[src/lse_pkg.sv]
// Shared types and constants for the LIFO stack engine.
`timescale 1ns / 1ps
`default_nettype none
package lse_pkg;

  localparam int DEPTH   = 16;
  localparam int DATA_W  = 32;
  localparam int IDX_W   = 4;
  localparam int CNT_W   = $clog2(DEPTH + 1);
  localparam int PTR_W   = $clog2(DEPTH);
  localparam int CMP_W   = (CNT_W > IDX_W) ? CNT_W : IDX_W;
  localparam int Q_DEPTH = 2;
  localparam int QPTR_W  = $clog2(Q_DEPTH);
  localparam int QCNT_W  = $clog2(Q_DEPTH + 1);

  localparam int IN_TDATA_W = ((DATA_W + IDX_W + 7) / 8) * 8;

  typedef enum logic [2:0] {
    OP_PUSH   = 3'd0,
    OP_POP    = 3'd1,
    OP_PEEK   = 3'd2,
    OP_CHANGE = 3'd3,
    OP_DUMP   = 3'd4
  } op_t;

  typedef enum logic [1:0] {
    ST_OK     = 2'd0,
    ST_FULL   = 2'd1,
    ST_EMPTY  = 2'd2,
    ST_BADIDX = 2'd3
  } status_t;

  typedef enum logic [1:0] {
    S_IDLE = 2'd0,
    S_RD   = 2'd1,
    S_DUMP = 2'd2
  } state_t;

  typedef struct packed {
    op_t                       kind;
    logic signed [DATA_W-1:0]  value;
    logic        [IDX_W-1:0]   index;
  } cmd_t;

  // queue handshake between front and back
  typedef struct packed {
    logic wr;
    logic rd;
  } q_ctl_t;

  typedef struct packed {
    logic full;
    logic empty;
  } q_stat_t;

endpackage
`default_nettype wire

[src/lse_front.sv]
// Front end: accepts input words, decodes the op and queues valid commands.
`timescale 1ns / 1ps
`default_nettype none
module lse_front
  import lse_pkg::*;
(
  input  wire logic                  clk,
  input  wire logic                  rst_n,
  input  wire logic                  in_tvalid,
  output logic                       in_tready,
  input  wire logic [IN_TDATA_W-1:0] in_tdata,  // value[31:0], index[35:32], zero pad
  input  wire logic [2:0]            in_tuser,  // op
  input  wire q_stat_t               q_stat,
  output logic                       q_wr,
  output cmd_t                       q_cmd
);

  logic op_known;
  logic accept;

  assign in_tready = !q_stat.full;
  assign accept    = in_tvalid && in_tready;

  // unknown op codes are taken and dropped, nothing is queued
  always_comb begin
    case (in_tuser)
      OP_PUSH, OP_POP, OP_PEEK, OP_CHANGE, OP_DUMP: op_known = 1'b1;
      default:                                      op_known = 1'b0;
    endcase
  end

  assign q_wr        = accept && op_known;
  assign q_cmd.kind  = op_t'(in_tuser);
  assign q_cmd.value = in_tdata[DATA_W-1:0];
  assign q_cmd.index = in_tdata[DATA_W+IDX_W-1:DATA_W];

  always_ff @(posedge clk) begin
    if (rst_n) begin
      assert (!(q_wr && q_stat.full)) else $error("front wrote a full queue");
    end
  end

  a_ready_tracks_queue: assert property (@(posedge clk) disable iff (!rst_n)
    q_stat.full |-> !in_tready)
    else $error("front ready while queue full");

  a_drop_unknown: assert property (@(posedge clk) disable iff (!rst_n)
    (accept && in_tuser > 3'(OP_DUMP)) |-> !q_wr)
    else $error("unknown op queued");

  a_known_queued: assert property (@(posedge clk) disable iff (!rst_n)
    (accept && op_known) |-> q_wr)
    else $error("known op lost");

endmodule
`default_nettype wire

[src/lse_queue.sv]
// Short command queue between the front end and the stack back end.
`timescale 1ns / 1ps
`default_nettype none
module lse_queue
  import lse_pkg::*;
(
  input  wire logic    clk,
  input  wire logic    rst_n,
  input  wire q_ctl_t  ctl,
  input  wire cmd_t    wr_cmd,
  output cmd_t         rd_cmd,
  output q_stat_t      stat
);

  cmd_t              slot_r [Q_DEPTH];
  logic [QPTR_W-1:0] wr_ptr_r, wr_ptr_nxt;
  logic [QPTR_W-1:0] rd_ptr_r, rd_ptr_nxt;
  logic [QCNT_W-1:0] fill_r, fill_nxt;

  assign stat.full  = (fill_r == QCNT_W'(Q_DEPTH));
  assign stat.empty = (fill_r == '0);
  assign rd_cmd     = slot_r[rd_ptr_r];

  always_comb begin
    wr_ptr_nxt = wr_ptr_r;
    rd_ptr_nxt = rd_ptr_r;
    fill_nxt   = fill_r;
    if (ctl.wr) begin
      wr_ptr_nxt = (wr_ptr_r == QPTR_W'(Q_DEPTH - 1)) ? '0 : wr_ptr_r + QPTR_W'(1);
    end
    if (ctl.rd) begin
      rd_ptr_nxt = (rd_ptr_r == QPTR_W'(Q_DEPTH - 1)) ? '0 : rd_ptr_r + QPTR_W'(1);
    end
    case ({ctl.wr, ctl.rd})
      2'b10:   fill_nxt = fill_r + QCNT_W'(1);
      2'b01:   fill_nxt = fill_r - QCNT_W'(1);
      default: fill_nxt = fill_r;
    endcase
  end

  always_ff @(posedge clk) begin
    if (!rst_n) begin
      wr_ptr_r <= '0;
      rd_ptr_r <= '0;
      fill_r   <= '0;
    end else begin
      wr_ptr_r <= wr_ptr_nxt;
      rd_ptr_r <= rd_ptr_nxt;
      fill_r   <= fill_nxt;
    end
  end

  always_ff @(posedge clk) begin
    if (ctl.wr) begin
      slot_r[wr_ptr_r] <= wr_cmd;
    end
  end

  a_no_overflow: assert property (@(posedge clk) disable iff (!rst_n)
    !(ctl.wr && stat.full))
    else $error("queue overflow");

  a_no_underflow: assert property (@(posedge clk) disable iff (!rst_n)
    !(ctl.rd && stat.empty))
    else $error("queue underflow");

  a_fill_bound: assert property (@(posedge clk) disable iff (!rst_n)
    fill_r <= QCNT_W'(Q_DEPTH))
    else $error("queue fill out of range");

endmodule
`default_nettype wire

[src/lse_back.sv]
// Back end: runs stack commands against the entry memory and drives the result register.
`timescale 1ns / 1ps
`default_nettype none
module lse_back
  import lse_pkg::*;
(
  input  wire logic               clk,
  input  wire logic               rst_n,
  input  wire cmd_t               cmd,
  input  wire logic               cmd_avail,
  output logic                    cmd_take,
  output logic                    out_tvalid,
  input  wire logic               out_tready,
  output logic [DATA_W-1:0]       out_tdata,
  output logic [1:0]              out_tuser,
  output logic                    out_tlast
);

  logic signed [DATA_W-1:0] mem [DEPTH];
  logic signed [DATA_W-1:0] rd_data_r;

  state_t             state_r, state_nxt;
  logic [CNT_W-1:0]   count_r, count_nxt;
  logic [PTR_W-1:0]   ptr_r, ptr_nxt;

  logic                     out_valid_r;
  logic signed [DATA_W-1:0] out_data_r;
  status_t                  out_status_r;
  logic                     out_last_r;

  logic                     can_load;
  logic                     load;
  logic signed [DATA_W-1:0] load_data;
  status_t                  load_status;
  logic                     load_last;
  logic                     mem_we, mem_re;
  logic [PTR_W-1:0]         waddr, raddr;
  logic                     is_empty, is_full, idx_ok, dump_last;
  logic [PTR_W-1:0]         top;

  assign can_load  = !out_valid_r || out_tready;
  assign cmd_take  = (state_r == S_IDLE) && cmd_avail && can_load;
  assign is_empty  = (count_r == '0);
  assign is_full   = (count_r == CNT_W'(DEPTH));
  assign idx_ok    = CMP_W'(cmd.index) < CMP_W'(count_r);
  assign top       = PTR_W'(count_r - CNT_W'(1));
  assign dump_last = (CNT_W'(ptr_r) + CNT_W'(1)) == count_r;

  // next state
  always_comb begin
    state_nxt = state_r;
    case (state_r)
      S_IDLE: begin
        if (cmd_take) begin
          case (cmd.kind)
            OP_POP, OP_PEEK: state_nxt = is_empty ? S_IDLE : S_RD;
            OP_DUMP:         state_nxt = is_empty ? S_IDLE : S_DUMP;
            default:         state_nxt = S_IDLE;
          endcase
        end
      end
      S_RD: begin
        if (can_load) state_nxt = S_IDLE;
      end
      S_DUMP: begin
        if (can_load && dump_last) state_nxt = S_IDLE;
      end
      default: state_nxt = S_IDLE;
    endcase
  end

  // datapath controls
  always_comb begin
    load        = 1'b0;
    load_data   = '0;
    load_status = ST_OK;
    load_last   = 1'b1;
    mem_we      = 1'b0;
    mem_re      = 1'b0;
    waddr       = top;
    raddr       = top;
    count_nxt   = count_r;
    ptr_nxt     = ptr_r;
    case (state_r)
      S_IDLE: begin
        if (cmd_take) begin
          case (cmd.kind)
            OP_PUSH: begin
              load = 1'b1;
              if (is_full) begin
                load_status = ST_FULL;
              end else begin
                mem_we    = 1'b1;
                waddr     = PTR_W'(count_r);
                count_nxt = count_r + CNT_W'(1);
              end
            end
            OP_POP, OP_PEEK: begin
              if (is_empty) begin
                load        = 1'b1;
                load_status = ST_EMPTY;
              end else begin
                mem_re = 1'b1;
                if (cmd.kind == OP_POP) count_nxt = count_r - CNT_W'(1);
              end
            end
            OP_CHANGE: begin
              load = 1'b1;
              if (idx_ok) begin
                mem_we = 1'b1;
                waddr  = PTR_W'(cmd.index);
              end else begin
                load_status = ST_BADIDX;
              end
            end
            OP_DUMP: begin
              if (is_empty) begin
                load        = 1'b1;
                load_status = ST_EMPTY;
              end else begin
                mem_re  = 1'b1;
                raddr   = '0;
                ptr_nxt = '0;
              end
            end
            default: load = 1'b0;
          endcase
        end
      end
      S_RD: begin
        if (can_load) begin
          load      = 1'b1;
          load_data = rd_data_r;
        end
      end
      S_DUMP: begin
        if (can_load) begin
          load      = 1'b1;
          load_data = rd_data_r;
          load_last = dump_last;
          if (!dump_last) begin
            ptr_nxt = ptr_r + PTR_W'(1);
            mem_re  = 1'b1;
            raddr   = ptr_r + PTR_W'(1);
          end
        end
      end
      default: load = 1'b0;
    endcase
  end

  always_ff @(posedge clk) begin
    if (!rst_n) begin
      state_r     <= S_IDLE;
      count_r     <= '0;
      ptr_r       <= '0;
      out_valid_r <= 1'b0;
    end else begin
      state_r <= state_nxt;
      count_r <= count_nxt;
      ptr_r   <= ptr_nxt;
      if (load) begin
        out_valid_r <= 1'b1;
      end else if (out_tready) begin
        out_valid_r <= 1'b0;
      end
    end
  end

  always_ff @(posedge clk) begin
    if (load) begin
      out_data_r   <= load_data;
      out_status_r <= load_status;
      out_last_r   <= load_last;
    end
  end

  // entry memory, one write or one registered read per cycle
  always_ff @(posedge clk) begin
    if (mem_we) begin
      mem[waddr] <= cmd.value;
    end
    if (mem_re) begin
      rd_data_r <= mem[raddr];
    end
  end

  assign out_tvalid = out_valid_r;
  assign out_tdata  = out_data_r;
  assign out_tuser  = out_status_r;
  assign out_tlast  = out_last_r;

  a_count_bound: assert property (@(posedge clk) disable iff (!rst_n)
    count_r <= CNT_W'(DEPTH))
    else $error("stack count past depth");

  a_dump_ptr: assert property (@(posedge clk) disable iff (!rst_n)
    (state_r == S_DUMP) |-> (CNT_W'(ptr_r) < count_r))
    else $error("dump pointer past top");

  a_nonlast_only_dump: assert property (@(posedge clk) disable iff (!rst_n)
    (load && !load_last) |-> (state_r == S_DUMP))
    else $error("non-final word outside dump");

  a_no_clobber: assert property (@(posedge clk) disable iff (!rst_n)
    (out_valid_r && !out_tready) |-> !load)
    else $error("result register overwritten while stalled");

endmodule
`default_nettype wire

[src/lifo_stack_engine.sv]
// Top level of the LIFO stack engine: front end, command queue and back end.
//
// Usage: each word on the in_ channel carries one stack op in in_tuser (push, pop,
// peek, change, dump) with value and index in in_tdata. Words with an unknown op
// are accepted and produce no result. Results leave on the out_ channel: the data
// word in out_tdata, the status in out_tuser, out_tlast set on the final word
// caused by an input word. Push, pop, peek and change give one result each; dump
// gives one word per stored entry, bottom first, or one empty result.
// Push, change and error results go from acceptance through the queue, then the
// result register; pop and peek add the registered read of the entry memory. The
// back end takes one command per cycle for push, change and errors while the result
// register can load; pop and peek hold it in its read state before the next one.
// Dump words stream one per cycle while the receiver keeps up. The queue holds two
// words, so the input keeps taking words while the back end or the receiver is
// busy. Reset empties the stack and the queue; entry contents are not cleared.
// When the receiver stalls, the result register holds its word, the back end
// stops, the queue fills and then in_tready drops.
`timescale 1ns / 1ps
`default_nettype none
module lifo_stack_engine
  import lse_pkg::*;
(
  input  wire logic                  clk,
  input  wire logic                  rst_n,
  input  wire logic                  in_tvalid,
  output logic                       in_tready,
  input  wire logic [IN_TDATA_W-1:0] in_tdata,   // value[31:0], index[35:32], zero pad
  input  wire logic [2:0]            in_tuser,   // op
  output logic                       out_tvalid,
  input  wire logic                  out_tready,
  output logic [DATA_W-1:0]          out_tdata,  // data[31:0]
  output logic [1:0]                 out_tuser,  // status
  output logic                       out_tlast
);

  q_ctl_t  q_ctl;
  q_stat_t q_stat;
  cmd_t    wr_cmd;
  cmd_t    rd_cmd;

  lse_front u_front (
    .clk       (clk),
    .rst_n     (rst_n),
    .in_tvalid (in_tvalid),
    .in_tready (in_tready),
    .in_tdata  (in_tdata),
    .in_tuser  (in_tuser),
    .q_stat    (q_stat),
    .q_wr      (q_ctl.wr),
    .q_cmd     (wr_cmd)
  );

  lse_queue u_queue (
    .clk    (clk),
    .rst_n  (rst_n),
    .ctl    (q_ctl),
    .wr_cmd (wr_cmd),
    .rd_cmd (rd_cmd),
    .stat   (q_stat)
  );

  lse_back u_back (
    .clk        (clk),
    .rst_n      (rst_n),
    .cmd        (rd_cmd),
    .cmd_avail  (!q_stat.empty),
    .cmd_take   (q_ctl.rd),
    .out_tvalid (out_tvalid),
    .out_tready (out_tready),
    .out_tdata  (out_tdata),
    .out_tuser  (out_tuser),
    .out_tlast  (out_tlast)
  );

endmodule
`default_nettype wire

[config.mk]
export PLATFORM = sky130hd
export DESIGN_NAME = lifo_stack_engine
export DESIGN_NICKNAME = d
export VERILOG_FILES = /design/src/lse_pkg.sv /design/src/lse_front.sv /design/src/lse_queue.sv /design/src/lse_back.sv /design/src/lifo_stack_engine.sv
export SDC_FILE = /design/constraint.sdc
export NUM_CORES = 1
export LEC_CHECK = 0
export ABC_CLOCK_PERIOD_IN_PS = 6320
export BUFFER_PORTS_ARGS = -buffer_cell sky130_fd_sc_hd__buf_4
export CORE_ASPECT_RATIO = 1.75
export CORE_MARGIN = 5
export CORE_UTILIZATION = 64
export CTS_BUF_LIST = sky130_fd_sc_hd__clkbuf_4 sky130_fd_sc_hd__clkbuf_8
export CTS_CLUSTER_SIZE = 40
export DETAILED_ROUTE_END_ITERATION = 8
export PLACE_DENSITY = 0.89
export SLEW_MARGIN = 30
export SYNTH_ARGS = -nofsm -noshare
export SYNTH_HDL_FRONTEND = slang
export SYNTH_SLANG_ARGS = --single-unit
export TNS_END_PERCENT = 100
[constraint.sdc]
create_clock -name clk -period 6.32 [get_ports clk]
set_input_delay 1.264 -clock clk [delete_from_list [all_inputs] [get_ports clk]]
set_output_delay 1.264 -clock clk [all_outputs]
set_load 0.02 [all_outputs]
Word level (Yosys, flattened, before mapping)
Memory sizes are Yosys's and may differ from the RTL's. A register that Yosys moved wholly into a read port is not among the register bits.
Cells that the tools add are included.

storage, ports and cells
  flip-flop bits (word level) = 51
  bits in writable memories = 590
  input bits = 47
  output and inout bits = 37
  logic and storage cells = 135
  memories = 2

memory list
  name            depth  width  rd ports  clocked after Yosys merged registers in  wr ports  RTL line         source
  u_back.mem      16     32     1         1                                        1         lse_back.sv:19   logic signed [DATA_W-1:0] mem [DEPTH];
  u_queue.slot_r  2      39     1         1                                        1         lse_queue.sv:15  cmd_t slot_r [Q_DEPTH];

cells by class
  $add $sub $neg = 8
  $lt $le $gt $ge = 1
  equal/unequal tests = 25
  mux-type cells = 60
  reduce and logical (&&, ||, !) cells = 29

operators by type and width
  cell                                                                   number
  4-bit two-way mux                                                      14
  1-bit two-way mux                                                      25
  4-bit case mux with 2 select lines                                     3
  5-bit two-way mux                                                      3
  3-bit by 2-bit equality test with 1-bit output, second input constant  4
  2-bit two-way mux                                                      6
  2-bit case mux with 3 select lines                                     2
  6-bit AND reduction                                                    2
  2-bit by 1-bit != test with 1-bit output, second input constant        5
  2-bit != test, second input constant                                   5
  5-bit case mux with 2 select lines                                     1
  1-bit case mux with 2 select lines                                     4
  2-bit case mux with 2 select lines                                     2
  2-bit nonzero test                                                     4
  2-bit equality test, second input constant                             3
  3-bit by 1-bit equality test with 1-bit output, second input constant  2
  3-bit equality test, second input constant                             2
  3-bit zero test                                                        2
  2-bit AND reduction                                                    3
  2-bit OR reduction                                                     3
  4-bit by 1-bit adder with 5-bit output, second input constant          1
  5-bit by 1-bit adder with 5-bit output, second input constant          1
  5-bit equality test                                                    1
  5-bit equality test, second input constant                             1
  other kinds (15)                                                       24

Logic depth before layout (Yosys ltp)
Gate-level depths: netlist of the first run.

  depth after elaboration = 8
  depth in mapped cells = 14
  depth with buffers taken out = 10

Hierarchy
A second synthesis of the first run with hierarchy kept.

second synthesis, totals
  cells, all modules = 1635
  area total of the unflattened synthesis = 26514.2 um^2

modules (own cells, without submodules)
  module             instances  cells each  area an instance (um^2)  seq. area each (um^2)
  lse_back           1          1449        23182.2                  17626.9
  lse_queue          1          143         3020.4                   2442.3
  lse_front          1          42          307.8                    0.0
  lifo_stack_engine  1          1           3.8                      0.0

Least setup slack after synthesis of the first run
Ideal clock, no wire load.

  kind = reg-to-reg
  start point = register with a tool-made name
  end point = memory u_back.mem[4][0] (enable)
  setup time = 0.421 ns
  arrival time = 4.420 ns
  required time = 5.899 ns
  slack = 1.479 ns
  cell stages (with the launch flop) = 12
  path buffers = 2
  period minus slack after synthesis = 4.841 ns
  cell sequence = dfxtp_1 buf_6 clkbuf_1 mux2_2 ha_1 a21boi_0 o21a_1 o31ai_1 nand3_1 a222oi_1 nand2_1 nor2_1

RTL lines
  element    RTL line
  to (decl)  lse_back.sv:19

==> results of run 1 <==
## metal layers
| metal | track usage (%) | vias to the layer above |
|---|---|---|
| li1 | - | 7118 |
| met1 | 33.32 | 8247 |
| met2 | 49.06 | 1354 |
| met3 | 5.450 | 306 |
| met4 | 17.67 | 0 |
| met5 | 0 | - |
## flip-flops by register name (all words and copies together), names as in the netlist, named ones only
signal             cells
u_back.out_tvalid      1
u_back.mem           512
u_queue.slot_r        78
u_back.out_tuser       2
u_back.rd_data_r      32
u_back.ptr_r           4
u_queue.rd_ptr_r       1
u_back.count_r         5
u_back.out_tlast       1
u_back.out_tdata      32
u_queue.wr_ptr_r       1
u_back.state_r         2
u_queue.fill_r         2
## area by class of cell
| cell class | count | area (um2) | share of cell area (%) |
|---|---|---|---|
| diodes | 1 | 2.502 | 0.008416 |
| clock buffers | 116 | 1428 | 4.802 |
| clock inverters | 39 | 316.6 | 1.065 |
| inverters | 13 | 48.80 | 0.1641 |
| multi-input cells | 984 | 6082 | 20.46 |
| flip-flops and latches | 674 | 20070 | 67.50 |
| well taps | 550 | 688.2 | 2.315 |
| repair buffers | 128 | 1096 | 3.686 |
## power by group through the flow
stage	sequential (W)	clock, W	combinational (W)
after global routing	0.00569	0.00347	0.00382
after detailed placement	0.00577	0	0.00340
after floorplan	0.00581	0	0.00217
final	0.00568	0.00324	0.00360
after CTS	0.00568	0.00326	0.00349
after global placement	0.00576	0	0.00315
## cell usage after synthesis (5+ instances only)
cell	count	share of area [%]
dfxtp_1	17	1.3
ha_1	12	0.57
nor2_1	39	0.55
xor2_1	5	0.17
xnor2_1	11	0.36
a21oi_1	236	4.5
o21ai_0	13	0.25
or3_1	5	0.12
inv_1	12	0.17
a311o_1	33	1.2
a22oi_1	94	2.7
buf_2	42	0.79
nand2_1	278	3.9
clkbuf_1	56	0.79
mux2_2	35	1.5
nand3_1	44	0.83
a221o_1	32	1.2
and3_1	35	0.83
mux2i_1	6	0.23
buf_4	10	0.28
nor3_1	6	0.11
a21boi_0	34	0.96
edfxtp_1	657	74
## final timing paths
| check | cells after the start | slack (ns) | to | from |
|---|---|---|---|---|
| worst max register to register | 10 | 1.11 | u_back.mem[0][14] | register |
| worst min register to register | 2 | 0.49 | u_back.ptr_r[1] | u_back.ptr_r[1] |
| worst min-delay path | 2 | 0.49 | u_back.ptr_r[1] | u_back.ptr_r[1] |
| worst max-delay path | 10 | 1.11 | u_back.mem[0][14] | register |
## cell families after synthesis
family,after synthesis,share of synthesized area (%)
flops,674,75.72
compound gates,484,12.18
simple gates,431,7.105
buf+inv,126,2.186
mux,41,1.714
xor+xnor,16,0.5287
fa+ha+maj,12,0.5665
## worst min-delay path: cells and delay by family, from the launching register on
| kind | cells | cell delay [ns] |
|---|---|---|
| compound gates | 1 | 0.05 |
| flops | 1 | 0.33 |
| simple gates | 1 | 0.07 |
## metrics by stage
step	std cells	worst slack, ns	area [um2]	hold WS (ns)
after floorplan	1784	1.479	26500	0.4492
after global placement	2343	1.365	27870	0.4586
after detailed placement	2348	1.114	27960	0.4857
after CTS	2503	1.144	29700	0.4946
after global routing	2505	0.8031	29730	0.5061
final	2505	1.105	29730	0.4948
==> reports/summary.txt, run 1 <==
# hold bufs at CTS -> 0
Vias -> 17030
Routed Antenna Nets -> 0
io pins -> 84
Clock Sinks -> 674
Overall Power -> 0.01252 W
Setup CP Type -> register to register
initial core utilization -> 64.71%
num rows -> 98
Worst-Margin Slew -> 0.9448 ns
pwr/cell area -> 421.1 nW/um2
switching power share of the total -> 32.89%
Core Util, Final -> 72.60%
total wire length -> 66.40 mm
initial drt markers -> 2471
register bit total from synthesis -> 674
port bufs -> 79
final setup skew -> 0.03310 ns
Crit path largest cell delay -> 0.76 ns
most common cell after layout, fill and taps aside -> edfxtp_1
layout filler cell count -> 2295
largest net degree at the start of global routing -> 129
metal2 WL -> 34.63 mm
DR WL met3 -> 6.895 mm
area added between synthesis and finish -> 12.19%
die height -> 279.2 um
total core area -> 40950 um2
WP data arrival -> 5.53 ns
Yosys warning total -> 0
Critical Path, Cell by Cell -> mux2_2 -> ha_1 -> a21boi_0 -> o21a_1 -> o31ai_1 -> nand3_1 -> a222oi_1 -> nand2_1 -> nor2_4 -> buf_4
Internal -> 0.008402 W
Nets -> 1947
synth unique cells -> 65
vias in the first global route -> 17500
Post-CTS Setup Bufs -> 0
Top delay family on crit path -> compound AO/OA/AOI/OAI gates
CTS tree -> built
Post-synth EDFFs -> 657
gp weighted congestion -> 0.8573
max-slew violation count -> 0
min cycle time layout -> 5.215 ns
fraction of registers with async set/reset -> 0%
Gate Count Post-Synth -> 1784
combinational share of power -> 28.7%
Crit. End Element -> register
CP bufs+invs -> 1
final setup fails -> 0
hpwl dp -> 35.37 mm
register area share after synthesis -> 75.72%
CP max stage cell -> dfxtp_2
Overflow after GRT -> 0
die area -> 45740 um2
Max Cap Violations -> 0
first-pass GRT wire length -> 98.68 mm
HP Class -> register to register
M1 wire length -> 20.90 mm
drt drc -> 0
Max rail drop VDD -> 228.8 uV
max frequency -> 0.1918 GHz
Flop pwr share -> 45.4%
highest routed layer -> met4
Setup TNS Final -> 0 ns
H-tree Lvls -> 3
synthesized area -> 26500 um2
most frequent cells in the layout -> edfxtp_1, nand2_1, a21oi_1
clk buf depth -> 3
Clk network pwr share -> 25.9%
final hold vios -> 0
Tcrit/Tclk final -> 82.51%
Crit path required time -> 6.64 ns
average routed wire per standard cell -> 26.50 um
syn nets -> 1843
PostCTS Resize Cnt -> 0
Clock transition at path regs -> 0.06 ns
status -> finished clean
Pre-antenna DRT Iters -> 6
Die W -> 163.8 um
worst-path maximum fanout -> 25
P_sw -> 0.004118 W
Startpoint Class -> register
DR vias/cell -> 6.796
top_reg_cell synth -> edfxtp_1
cts bufs inserted -> 87
synthesized area per cell -> 14.86 um2
Slew Limit Headroom -> 37.02%
Leak Pwr -> 10.33 nW
RSZ-0062 raised after global routing -> no
Clock Tree Root -> clkbuf_8
fraction of layout cells with a size suffix above 1 -> 17.40%
Skew-Pair Late Insertion Delay -> 0.66 ns
Total GRT Usage -> 28.70%
antenna violations before repair -> 1
Power figures use the tool's default switching activity.
==> run 2, diff against run 1 <==
ABC_CLOCK_PERIOD_IN_PS = 4300   (was 6320)
CORE_UTILIZATION = 58   (was 64)
PLACE_DENSITY = 0.85   (was 0.89)
clock period = 4.3 ns   (was 6.32 ns; I/O delays follow)
==> run 2 against run 1 <==
  * Maximum frequency rose by 28%
  * Die area rose by 9.8%
  * Highest routed layer is now met5
  * Flip-flop and latch count did not move
  * Cell count rose by 1.7%
  * Largest cell class unchanged
  * Hold slack got worse by 0.12 ns
  * Critical path type unchanged
  * Non-clock buffer count rose by 22
  * Wire length fell by 3.7%
  * Clock power rose by 40%
  * Critical path depth did not move
  * Clock skew rose by 0.0022 ns
  * Core utilization fell by 6.3 points
  * Sequential share of layout area fell by 0.62 points
==> reports/summary.txt, run 2 (synthesis gave the netlist of run 1 again) <==
status -> finished clean
Largest regs -> u_back.mem (512), u_queue.slot_r (78)
fraction of layout cells with a size suffix above 1 -> 17.67%
Startpoint Class -> register
Slew Limit Headroom -> 36.70%
min cycle time layout -> 4.089 ns
Max rail drop VDD -> 471.5 uV
worst-path maximum fanout -> 22
initial drt markers -> 1977
total wire length -> 63.93 mm
gp weighted congestion -> 0.8387
max frequency -> 0.2445 GHz
CTS tree -> built
total core area -> 45230 um2
Skew-Pair Late Insertion Delay -> 0.66 ns
vias in the first global route -> 16860
Pre-antenna DRT Iters -> 7
final setup skew -> 0.03531 ns
drt drc -> 0
Total GRT Usage -> 25.12%
hpwl dp -> 37.03 mm
Overflow after GRT -> 0
Crit. End Element -> register
largest net degree at the start of global routing -> 117
PostCTS Resize Cnt -> 0
Setup CP Type -> register to register
most common cell after layout, fill and taps aside -> edfxtp_1
num rows -> 103
io pins -> 84
antenna violations before repair -> 1
clk buf depth -> 3
largest register by flop count -> u_back.mem
first-pass GRT wire length -> 95.57 mm
final setup fails -> 0
Clock Sinks -> 674
DR vias/cell -> 6.559
layout filler cell count -> 2792
Seq. cell area -> 20070 um2
most frequent cells in the layout -> edfxtp_1, nand2_1, a21oi_1
cts bufs inserted -> 87
max-slew violation count -> 0
Die W -> 171.6 um
Tcrit/Tclk final -> 95.10%
Routed Antenna Nets -> 0
Vias -> 16710
final hold vios -> 0
port bufs -> 79
die height -> 292.8 um
WP data arrival -> 4.37 ns
Cell Area, Placed -> 28340 um2
Max Cap Violations -> 0
average routed wire per standard cell -> 25.09 um
Overall Power -> 0.01812 W
H-tree Lvls -> 3
initial core utilization -> 58.59%
final instance area -> 30010 um2
HP Class -> input pin to register
pwr/cell area -> 603.9 nW/um2
area of the multi-input gates -> 6077 um2
Clock Tree Root -> clkbuf_8
die area -> 50240 um2
RSZ-0062 raised after global routing -> yes
Worst-Margin Slew -> 0.9485 ns
Leak Pwr -> 10.43 nW
Clock transition at path regs -> 0.06 ns
max FFs per register -> 512
area added between synthesis and finish -> 13.22%
Nets -> 1969
Crit path required time -> 4.58 ns
-- run 2: worst max-delay path, cell delays in order (launching register included) --
cell,delay (ns)
dfxtp_2,0.44
mux2_2,0.39
ha_1,0.27
a21boi_0,0.13
o21a_1,0.20
o31ai_1,0.29
nand3_1,0.29
a221oi_1,0.48
nand2_1,0.33
nor2_4,0.42
buf_4,0.46
-- run 2: worst paths after layout --
check                  startpoint  slack, ns  cells after the start               endpoint
hold reg to reg   u_back.ptr_r[1]       0.50                      2        u_back.ptr_r[1]
hold / removal       in_tdata[25]       0.38                      1  u_queue.slot_r[1][29]
setup reg to reg         register       0.21                     10      u_back.mem[2][15]
setup / recovery         register       0.21                     10      u_back.mem[2][15]
-- run 2: stage by stage --
stage,TNS (ns),setup WS (ns),util [%],instances,hold slack [ns]
after global placement,0,0.4231,62.66,2398,0.4670
final,0,0.2108,66.34,2548,0.3796
after detailed placement,0,0.2950,62.66,2398,0.4891
after floorplan,-106.04,-0.4346,-,1784,0.4492
after CTS,0,0.2129,66.33,2546,0.3414
after global routing,-0.4683,-0.03810,66.33,2547,0.3521
-- run 2: final cells by class --
type | count | share of cell area, %
antenna | 2 | 0.01668
clock buffer | 108 | 4.537
clock inverter | 40 | 0.9882
inverter | 13 | 0.1626
multi-input combinational | 984 | 20.25
sequential | 674 | 66.88
tap | 577 | 2.406
timing repair buffer | 150 | 4.753
-- run 2: where the power goes --
part / leakage (nW) / internal, W / switching, W / total [W]
clock: 0.870 / 0.00228 / 0.00227 / 0.00455
sequential: 6.08 / 0.00816 / 0.000145 / 0.00831
combinational: 3.48 / 0.00178 / 0.00348 / 0.00526
-- run 2: what timing repair did --
action                                 in CTS  in global routing
endpoints found under the hold margin       0                  0
buffers inserted                            0                  0
hold buffers                                0                  0
setup endpoints to repair                   0                 34
-- run 2: routing by layer --
| layer | vias up | part of all wire (%) | global-route usage, % |
|---|---|---|---|
| met2 | 1158 | 53 | 44.41 |
| met3 | 232 | 9.4 | 3.862 |
| li1 | 7151 | - | - |
| met5 | - | 0.022 | 0 |
| met1 | 8169 | 33 | 29.54 |
| met4 | 2 | 4.6 | 12.65 |
